**config.mk**
```make
export PLATFORM = sky130hd
export DESIGN_NAME = empq_cmp
export DESIGN_NICKNAME = d
export VERILOG_FILES = /design/src/design/assert_macros.svh /design/src/design/empq_pkg.sv /design/src/design/empq_cmp.sv
export SDC_FILE = /design/constraint.sdc
export NUM_CORES = 1
export LEC_CHECK = 0
export BUFFER_PORTS_ARGS = -buffer_cell sky130_fd_sc_hd__clkbuf_2
export CORE_AREA = 3 3 127 129
export DETAILED_ROUTE_END_ITERATION = 7
export DIE_AREA = 0 0 130 132
export PLACE_DENSITY_LB_ADDON = 0.15
export SLEW_MARGIN = 20
export SYNTH_ARGS = -nofsm -noshare
export SYNTH_HDL_FRONTEND = slang
export SYNTH_SLANG_ARGS = --single-unit
```
**constraint.sdc**
```tcl
create_clock -name vclk -period 2.46
set_clock_uncertainty 0.15 [all_clocks]
set_input_delay 0.492 -clock vclk [all_inputs]
set_output_delay 0.492 -clock vclk [all_outputs]
set_load 0.02 [all_outputs]
```
**src/design/assert_macros.svh**
```systemverilog
`ifndef ASSERT_MACROS_SVH
`define ASSERT_MACROS_SVH

// same-cycle implication, clocked on clk, quiet during reset
`define ASSERT_IMPLIES(label, cond, prop) \
    label: assert property (@(posedge clk) disable iff (!rst_n) (cond) |-> (prop)) \
        else $error("assertion failed");

// next-cycle implication, clocked on clk, quiet during reset
`define ASSERT_NEXT(label, cond, prop) \
    label: assert property (@(posedge clk) disable iff (!rst_n) (cond) |=> (prop)) \
        else $error("assertion failed");

`endif

```
**src/design/empq_pkg.sv**
```systemverilog
package empq_pkg;

    localparam int DEFAULT_DEPTH = 64;
    localparam int KEY_W         = 164;
    localparam int COUNT_OUT_W   = 7;
    localparam int IN_TDATA_W    = 168;
    localparam int OUT_TDATA_W   = 176;

    typedef enum logic [1:0] {
        MODE_PUSH = 2'd0,
        MODE_POP  = 2'd1,
        MODE_PEEK = 2'd2,
        MODE_NONE = 2'd3
    } mode_t;

    typedef enum logic [1:0] {
        ERR_OK    = 2'd0,
        ERR_EMPTY = 2'd1,
        ERR_FULL  = 2'd2
    } err_t;

    typedef enum logic [3:0] {
        ST_IDLE,
        ST_ROOT_RD,
        ST_ROOT,
        ST_UP_RD,
        ST_UP,
        ST_DN_RD,
        ST_DN_SEL,
        ST_DN,
        ST_DONE
    } state_t;

    // most significant field first, so a plain unsigned compare gives the queue order
    typedef struct packed {
        logic [63:0] evt_time;
        logic [63:0] tie_value;
        logic [31:0] user_id;
        logic [3:0]  evt_type;
    } key_t;

    typedef struct packed {
        err_t err;
        key_t head;
    } res_t;

endpackage

```
**src/design/empq_cmp.sv**
```systemverilog
module empq_cmp (
    input  empq_pkg::key_t a,
    input  empq_pkg::key_t b,
    output logic           lt
);

    // time, tie value, user id, type in that order of weight
    assign lt = (a.evt_time != b.evt_time)   ? (a.evt_time < b.evt_time) :
                (a.tie_value != b.tie_value) ? (a.tie_value < b.tie_value) :
                (a.user_id != b.user_id)     ? (a.user_id < b.user_id) :
                                               (a.evt_type < b.evt_type);

endmodule

```
* Yosys cells after proc, flatten, opt, wreduce, memory -nomap -nowiden *
Index checks and enable logic that the tools add are counted.

cells by class
  order comparisons = 4
  eq/ne operators = 3
  mux-type cells = 3

operators by type and width
  kind                         count
  less-than comparator 64 bit  2
  != test 64 bit               2
  less-than comparator 32 bit  1
  != test 32 bit               1
  less-than comparator 4 bit   1
  2-to-1 mux 1 bit             3

storage, ports and cells
  bits in registers = 0
  input port bits = 328
  output and inout bits = 1
  logic and storage cells = 10

* Depth between registers and ports, before layout *
Gate-level depths: netlist of the first run.

  word-level depth = 4
  depth in mapped cells = 9

* Least setup slack after synthesis of the first run *
No wires, ideal clock.

  path type = input-to-output
  from = input b[89] in the netlist's numbering
  to = output lt
  data arrival time = 2.064 ns
  slack = -0.246 ns
  stages = 9
  buffers on the path = 0
  cell sequence = inv_1 -> ha_1 -> a21o_1 -> a21o_1 -> a221oi_2 -> o21ai_1 -> a221oi_2 -> a32oi_1 -> o21ai_1

between the ends
  longest elaborated chain between the ends = 3
  elaborated cells between the ends (all ways) = 4

ends and longest elaborated chain
  item                                                           RTL line       RTL
  from (decl)                                                    empq_cmp.sv:3  input empq_pkg::key_t b,
  less-than comparator 64 bit or != test 64 bit (tied branches)  empq_cmp.sv:9  (a.tie_value != b.tie_value) ? (a.tie_value < b.tie_value) :
  2-to-1 mux 1 bit *                                             empq_cmp.sv:9
  2-to-1 mux 1 bit *                                             empq_cmp.sv:8  assign lt = (a.evt_time != b.evt_time) ? (a.evt_time < b.evt_time) :
  to (decl)                                                      empq_cmp.sv:4  output logic lt

Every way passes the cells marked *; elsewhere a longest branch is shown, timed or not.

* Worst setup path in the final report of the first run *
  from = input b[87] in the netlist's numbering
  to = output lt

The elaborated chain is that of the path after synthesis.

==> results of run 1 <==
metal layers:
metal	track usage [%]	part of all wire [%]
met1	17.3	39
met2	30.7	52
met3	2.96	8.5
met4	0.289	0.30
met5	0	0
Yosys cell counts, types with 5 or more instances:
library cell	count	area share [%]
a21oi_1	58	7.0
nand3_1	9	1.1
nand4_1	30	4.5
ha_1	163	49
nor4_1	6	0.90
o21ai_1	5	0.60
inv_1	169	15
a21o_1	31	5.6
nand2_1	28	2.5
nor2_1	17	1.5
o211ai_1	5	0.90
o21ai_0	18	2.2
what timing repair did:
action                     CTS  global route
gates resized for setup     23            96
setup buffers                2             7
setup endpoints to repair    1             1
hold buffers                 0             0
pin swaps                   14            53
worst max-delay path, delay by kind of cell:
family                   cells  cell delay [ns]
AO/OA/AOI/OAI                3             0.39
adder cells (fa/ha/maj)      1             0.25
AND/OR/NAND/NOR              3             0.62
buffers and inverters        5             0.56
power by group through the flow:
| stage | Combinational, mW | Clock, mW | Sequential, mW |
|---|---|---|---|
| finish | 1.08 | 0 | 0 |
| global route | 1.25 | 0 | 0 |
| CTS | 0.988 | 0 | 0 |
| detailed placement | 0.950 | 0 | 0 |
| global placement | 0.948 | 0 | 0 |
| floorplan | 0.480 | 0 | 0 |
cell type report:
class	instances	area, um^2
tap	188	235
inverter	169	654
timing repair buffer	379	2190
multi-input combinational	414	4110
fill	1525	7960
how the worst max path moves through the flow:
stage           from  end  slack, ns
6_report       b[87]   lt      -0.49
5_1_grt        b[90]   lt      -0.61
4_1_cts        b[62]   lt      -0.52
3_5_place_dp   b[49]   lt      -0.66
3_3_place_gp   b[49]   lt      -0.65
2_1_floorplan  b[49]   lt      -0.15
cell families (layout without fill, tap and decap cells):
family | Yosys count | count (layout) | share of synthesized area (%)
compound gates | 138 | 138 | 20.7
simple gates | 113 | 113 | 14.9
fa+ha+maj | 163 | 163 | 49.1
buf+inv | 169 | 548 | 15.3
per-stage QoR:
stage / util (%) / total power [mW] / area, um^2 / TNS, ns / worst slack [ns]
after detailed placement: 42.2 / 0.950 / 6390 / -0.656 / -0.656
after CTS: 43.4 / 0.988 / 6580 / -0.520 / -0.520
after global routing: 47.5 / 1.25 / 7190 / -0.607 / -0.607
after floorplan: - / 0.480 / 4200 / -0.153 / -0.153
final: 47.5 / 1.08 / 7190 / -0.488 / -0.488
after global placement: 42.2 / 0.948 / 6390 / -0.646 / -0.646
==> impl_results.md, run 1 <==
* Vias per cell at 4.43
* Leak at 4.44 nW
* Drt first pass iters at 4
* DR iter-0 viols at 42
* Hold EP: lt
* Worst path max stage delay at 0.28 ns
* Endpoints failing hold at 0
* HPWL Detailed at 13800 um
* Crit path cell chain: buf_6 -> inv_4 -> ha_4 -> nand4_1 -> buf_4 -> nor4_4 -> nand4b_1 -> inv_1 -> a221oi_2 -> a32oi_2 -> o21ai_2 -> clkbuf_8
* Vias in the first global route at roughly 5000
* Final #Nets at ~1500
* Post-route worst hold slack at ~1.5 ns
* GP Congestion at around 0.82
* Largest net degree at the start of global routing at 4
* Overall overflow remaining after global route at 0
* Nature of the critical path endpoint: output pin
* Drt drc at 0
* Comb pwr share at between 90% and 100%
* Pins Over Slew Limit at 0
* Gr usage total at 15.3%
* Status: complete, but fails checks
* Syn_nets at 1074
* RSZ-0062 raised after global routing: yes
* Sequential share of power at 0%
* Clock network power share at 0%
* P&R area growth vs syn at 73.0%
* Syn_area_per_cell at ~7.1 um^2
* Data required, critical path at around 1.8 ns
* Failing checks: setup timing
* IO Pins at between 300 and 400
* Dpl cells at around 1100
* Row count at 45
* Fmax at between 300 and 400 MHz
* First-pass GRT wire length at about 22000 um
* Final Critical Period at just under 3 ns
* Pwr/cell area at 150 mW/mm^2
* Diodes inserted at 0
* Startpoint types: input pin
* CP Max Fanout at 3
* Max Cap Viol at 0
* Register area share after synthesis at 0%
* Internal power at 0.603 mW
* Cell area after synthesis at 0.00416 mm^2
* HP Class: input pin to output pin
* Ys Warns at 0
* Sw power at about 0.48 mW
* Num sequential at 0
* Hold path depth at 6
* Chip Width at roughly 130 um
* Post-DRT Antenna Nets at 0
* Critical path class: input pin to output pin
* Setup-failing EPs final at 1
* Final worst slack at -0.488 ns
* Fraction of layout cells with a size suffix above 1 at roughly half
* Routed via count at 5091
* Port bufs at approximately 330
* Hold_sp: a[163]
* Die area at around 0.017 mm^2
* Storage cell area at 0 um^2
* Starting Density at a little over a quarter
* Slew @ Worst Pin at ~0.33 ns
* DR WL/cell at between 10 and 15 um
* Die Y-Extent at around 130 um
* Core area at between 0.015 and 0.02 mm^2
* Initial antenna violation count at 0
* Most frequent cells in the layout: 302 x clkbuf_2, 147 x inv_1, 129 x ha_1
* Slowest cell on crit path: nor4_4
* Sw frac at roughly 44%
* Period utilization at 120%
* Synthesized instance count at about 580
* Worst VDD drop at around 0.08 mV
* Max-slew headroom at between 70% and 80%
* Non-Filler Instances at between 1000 and 1500
* CLK BUF at 0
* Distinct cell type count after synthesis at 36
* Arrival @ worst endpoint at between 2 and 2.5 ns
* Most common library cell in the layout ignoring fill and taps: clkbuf_2
* Detailed Route WL at ~15000 um
(Power assumes the default switching activity.)
==> run 2, diff against run 1 <==
--- a/config.mk
+++ b/config.mk
@@ -10,6 +10,8 @@
 export DETAILED_ROUTE_END_ITERATION = 7
 export DIE_AREA = 0 0 130 132
 export PLACE_DENSITY_LB_ADDON = 0.15
+export SETUP_SLACK_MARGIN = 0.02
+export SKIP_LAST_GASP = 1
 export SLEW_MARGIN = 20
 export SYNTH_ARGS = -nofsm -noshare
 export SYNTH_HDL_FRONTEND = slang
==> run 2 against run 1 <==
The run still ends with setup timing left; first-iteration DRC count grew 7.1%; critical path depth is the same; power about the same; cell count unchanged; sequential share of layout area unchanged; worst hold slack unchanged; global-route usage stayed put; via count did not move; critical endpoint unchanged.
==> impl_results.md, run 2 (synthesis gave the netlist of run 1 again) <==
* Status: complete, but fails checks (unchanged)
* Failing checks: setup timing (unchanged)
* Slowest cell on crit path: nor4_4 (unchanged)
* Die Y-Extent at 132 um (unchanged)
* Endpoints failing hold at 0 (unchanged)
* Vias in the first global route at 5013 (unchanged)
* DR WL/cell at 12.9 um (about the same)
* Hold path depth at 6 (unchanged)
* Startpoint types: input pin (unchanged)
* Row count at 45 (unchanged)
* Final Critical Period at 2.95 ns (about the same)
* Nature of the critical path endpoint: output pin (unchanged)
* Worst path depth at 12 (unchanged)
* HPWL Detailed at 13800 um (unchanged)
* Final core utilization at 47.5% (about the same)
* Core area at 0.0151 mm^2 (unchanged)
* Fraction of layout cells with a size suffix above 1 at 48.5% (unchanged)
* Diodes inserted at 0 (unchanged)
* Slew @ Worst Pin at 0.331 ns (unchanged)
* HP Class: input pin to output pin (unchanged)
* Final worst slack at -0.491 ns (was -0.488 ns)
* Vias per cell at 4.43 (unchanged)
* Chip Width at 130 um (unchanged)
* Post-route worst hold slack at 1.46 ns (unchanged)
* Leak at 4.44 nW (about the same)
* Dpl cells at 1141 (unchanged)
* Pwr/cell area at 150 mW/mm^2 (about the same)
* IO Pins at 329 (unchanged)
* Num sequential at 0 (unchanged)
* Worst VDD drop at 0.0798 mV (about the same)
* RSZ-0062 raised after global routing: yes (unchanged)
* Pins Over Slew Limit at 0 (unchanged)
* Initial antenna violation count at 0 (unchanged)
* Drt first pass iters at 4 (unchanged)
* Routed via count at 5091 (unchanged)
* Overall overflow remaining after global route at 0 (unchanged)
* Starting Density at 27.4% (unchanged)
* Setup-failing EPs final at 1 (unchanged)
* CLK BUF at 0 (unchanged)
* Pre-CTS setup slack at -0.656 ns (unchanged)
* Post-CTS Hold Buffers at 0 (unchanged)
* Arrival @ worst endpoint at 2.31 ns (about the same)
* Largest net degree at the start of global routing at 4 (unchanged)
* First-pass GRT wire length at 22000 um (unchanged)
* P&R area growth vs syn at 72.9% (was 73.0%)
* Drt drc at 0 (unchanged)
* Period utilization at 120% (about the same)
* Setup TNS at -0.491 ns (was -0.488 ns)
* WP buf/inv at 5 (unchanged)
* Worst path max stage delay at 0.28 ns (about the same)
* Final #Nets at 1455 (unchanged)
* Port bufs at 329 (unchanged)
* Max-slew headroom at 77.7% (unchanged)
* Data required, critical path at 1.82 ns (about the same)
* Gr usage total at 15.3% (unchanged)
* Die area at 0.0172 mm^2 (unchanged)
* Post-DRT Antenna Nets at 0 (unchanged)
* Most frequent cells in the layout: 302 x clkbuf_2, 147 x inv_1, 129 x ha_1 (unchanged)
* Detailed Route WL at 14800 um (about the same)
* Most common library cell in the layout ignoring fill and taps: clkbuf_2 (unchanged)
* DR iter-0 viols at 45 (was 42)
* GP Congestion at 0.816 (unchanged)
* Crit path cell chain: buf_6 -> inv_2 -> ha_4 -> nand4_1 -> buf_4 -> nor4_4 -> nand4b_1 -> inv_1 -> a221oi_2 -> a32oi_2 -> o21ai_2 -> clkbuf_8 (was buf_6 -> inv_4 -> ha_4 -> nand4_1 -> buf_4 -> nor4_4 -> nand4b_1 -> inv_1 -> a221oi_2 -> a32oi_2 -> o21ai_2 -> clkbuf_8)
* Crit-path leading delay family: simple AND/OR/NAND/NOR gates (unchanged)
* Max Cap Viol at 0 (unchanged)
* Storage cell area at 0 um^2 (unchanged)
* Fmax at 339 MHz (about the same)
* Non-Filler Instances at 1150 (unchanged)
* Critical path class: input pin to output pin (unchanged)
* CP Max Fanout at 3 (unchanged)
[run 2: cell types whose count changed in the layout (fill, tap and decap cells not counted)]
cell,delta
inv_4,-1
inv_2,+1
[run 2: worst paths after layout]
path               start  endpoint
setup / recovery   b[87]        lt
hold / removal    a[163]        lt
[run 2: where the power goes]
part           total (mW)  internal, mW  switching, mW
sequential              0             0              0
combinational        1.08         0.603          0.476
clock                   0             0              0
total                1.08         0.603          0.476
[run 2: cell type report]
cell class	instances	area, um^2
Tap cell	188	235
Multi-Input combinational cell	414	4110
Inverter	169	652
Timing Repair Buffer	379	2190
Fill cell	1526	7960
[run 2: worst min-delay path, delay by kind of cell]
kind            cells  cell delay, ns
fa+ha+maj           1            0.14
buf+inv             2            0.23
compound gates      3            0.25
[run 2: layer usage]
layer / routed length (um) / track usage [%] / up-vias
met5: 0 / 0 / -
met4: 44 / 0.289 / 0
met3: 1260 / 2.96 / 4
met2: 7710 / 30.7 / 187
met1: 5800 / 17.3 / 2108
li1: - / - / 2792
[run 2: timing repair]
| action | 4_1_cts | 5_1_grt |
|---|---|---|
| setup endpoints to repair | 1 | 1 |
| gates resized for setup | 23 | 95 |
| pin swaps | 14 | 53 |
| buffers inserted | 2 | 7 |
[run 2: metrics by stage]
stage / cell area, um^2 / power (mW)
2_1_floorplan: 4200 / 0.480
3_3_place_gp: 6390 / 0.948
3_5_place_dp: 6390 / 0.950
4_1_cts: 6580 / 0.988
5_1_grt: 7190 / 1.25
6_report: 7190 / 1.08
==> run 3, diff against run 2 <==
--- a/config.mk
+++ b/config.mk
@@ -9,9 +9,9 @@
 export CORE_AREA = 3 3 127 129
 export DETAILED_ROUTE_END_ITERATION = 7
 export DIE_AREA = 0 0 130 132
+export MAX_ROUTING_LAYER = met4
 export PLACE_DENSITY_LB_ADDON = 0.15
 export SETUP_SLACK_MARGIN = 0.02
-export SKIP_LAST_GASP = 1
 export SLEW_MARGIN = 20
 export SYNTH_ARGS = -nofsm -noshare
 export SYNTH_HDL_FRONTEND = slang
==> run 3 against run 2 <==
The flow still finishes with violations (setup timing); via count increased by 0.12%; routed wire length about the same; design area about the same; critical path depth unchanged; fmax increased by 0.23%; combinational power about the same; global-route usage increased by 0.44 points; worst hold slack got worse by 0.0020 ns; core utilization about the same; sequential cell count unchanged; first-iteration DRC count increased by 11%; worst setup slack improved by 0.0066 ns; critical endpoint unchanged; largest cell class unchanged.
==> impl_results.md, run 3 (synthesis gave the netlist of run 1 again) <==
* HPWL Detailed at 13800 um (unchanged)
* Failing checks: setup timing (unchanged)
* Post-route cell area at 0.00719 mm^2 (about the same)
* Detailed Route WL at 14800 um (about the same)
* Data required, critical path at 1.82 ns (about the same)
* Arrival @ worst endpoint at 2.30 ns (was 2.31 ns)
* Port bufs at 329 (unchanged)
* DR WL/cell at 12.9 um (about the same)
* Nature of the critical path endpoint: output pin (unchanged)
* Drt drc at 0 (unchanged)
* Final Critical Period at 2.94 ns (was 2.95 ns)
* Multi-input logic area at 0.00411 mm^2 (unchanged)
* Routed via count at 5097 (was 5091)
* DR iter-0 viols at 50 (was 45)
* Setup-failing EPs final at 1 (unchanged)
* Core area at 0.0151 mm^2 (unchanged)
* Die area at 0.0172 mm^2 (unchanged)
* Pins Over Slew Limit at 0 (unchanged)
* Gr usage total at 15.8% (was 15.3%)
* Startpoint types: input pin (unchanged)
* Overall overflow remaining after global route at 0 (unchanged)
* Largest net degree at the start of global routing at 4 (unchanged)
* Final #Nets at 1455 (unchanged)
* Pwr/cell area at 150 mW/mm^2 (about the same)
* Diodes inserted at 0 (unchanged)
* HP Class: input pin to output pin (unchanged)
* Status: complete, but fails checks (unchanged)
* Max-slew headroom at 77.7% (about the same)
* Crit path cell chain: buf_6 -> inv_4 -> ha_4 -> nand4_1 -> buf_4 -> nor4_4 -> nand4b_1 -> inv_1 -> a221oi_2 -> a32oi_2 -> o21ai_2 -> clkbuf_8 (was buf_6 -> inv_2 -> ha_4 -> nand4_1 -> buf_4 -> nor4_4 -> nand4b_1 -> inv_1 -> a221oi_2 -> a32oi_2 -> o21ai_2 -> clkbuf_8)
* IO Pins at 329 (unchanged)
* Row count at 45 (unchanged)
* CP Max Fanout at 3 (unchanged)
* Max Cap Viol at 0 (unchanged)
* Most frequent cells in the layout: 302 x clkbuf_2, 147 x inv_1, 129 x ha_1 (unchanged)
* Vias in the first global route at 5023 (was 5013)
* Fmax at 340 MHz (was 339 MHz)
* CLK BUF at 0 (unchanged)
* Slowest cell on crit path: nor4_4 (unchanged)
* Final worst slack at -0.484 ns (was -0.491 ns)
* Storage cell area at 0 um^2 (unchanged)
* Fraction of layout cells with a size suffix above 1 at 48.5% (unchanged)
* Critical path class: input pin to output pin (unchanged)
* Die Y-Extent at 132 um (unchanged)
* Most common library cell in the layout ignoring fill and taps: clkbuf_2 (unchanged)
* Initial antenna violation count at 0 (unchanged)
* Fill cells at 1525 (was 1526)
* GP Congestion at 0.830 (was 0.816)
* Vias per cell at 4.43 (about the same)
* Drt first pass iters at 4 (unchanged)
* Non-Filler Instances at 1150 (unchanged)
* Worst path max stage delay at 0.28 ns (about the same)
* Chip Width at 130 um (unchanged)
* Slew @ Worst Pin at 0.331 ns (about the same)
* Setup TNS at -0.484 ns (was -0.491 ns)
* Period utilization at 120% (about the same)
* Post-DRT Antenna Nets at 0 (unchanged)
* Leak at 4.44 nW (about the same)
* Hold_sp: a[163] (unchanged)
* First-pass GRT wire length at 22000 um (about the same)
* Dpl cells at 1141 (unchanged)
* Starting Density at 27.4% (unchanged)
* Post-CTS Hold Buffers at 0 (unchanged)
* RSZ-0062 raised after global routing: yes (unchanged)
* Crit path launch: b[87] (unchanged)
* Overall power at 1.08 mW (about the same)
* Final core utilization at 47.5% (about the same)
* Post-route worst hold slack at 1.46 ns (about the same)
* Placed cell area at 0.00639 mm^2 (unchanged)
* P&R area growth vs syn at 73.0% (was 72.9%)
* Num sequential at 0 (unchanged)
* Worst VDD drop at 0.0802 mV (was 0.0798 mV)
* Endpoints failing hold at 0 (unchanged)
* Pre-CTS setup slack at -0.656 ns (unchanged)
## run 3: final cells by class
| type | count | share of cell area (%) |
|---|---|---|
| Multi-Input combinational cell | 414 | 57.1 |
| Tap cell | 188 | 3.27 |
| Inverter | 169 | 9.10 |
| Timing Repair Buffer | 379 | 30.5 |
## run 3: what timing repair did
| action | in CTS | in global routing |
|---|---|---|
| cloned | 0 | 0 |
| resized for setup | 23 | 96 |
| setup buffers | 2 | 7 |
| pin swaps | 14 | 53 |
| setup endpoints to repair | 1 | 1 |
## run 3: path summary, 6_finish.rpt
check	cells past startpoint	slack, ns	endpoint
max	12	-0.48	lt
min	6	1.46	lt
## run 3: routing by layer
metal,share of wire [%],global-route usage [%],up-vias
met5,0,-,-
met1,40,17.9,2117
met4,0.22,0.289,0
met2,52,30.7,185
li1,-,-,2793
met3,7.4,1.94,2
## run 3: critical path: cells and delay by family
| kind | cells | cell delay (ns) |
|---|---|---|
| AND/OR/NAND/NOR | 3 | 0.62 |
| AO/OA/AOI/OAI | 3 | 0.39 |
| buffers and inverters | 5 | 0.56 |
| adder cells (fa/ha/maj) | 1 | 0.25 |
## run 3: where the power goes
part / total, mW / switching [mW] / internal (mW)
combinational: 1.08 / 0.477 / 0.603
clock: 0 / 0 / 0
sequential: 0 / 0 / 0
total: 1.08 / 0.477 / 0.603
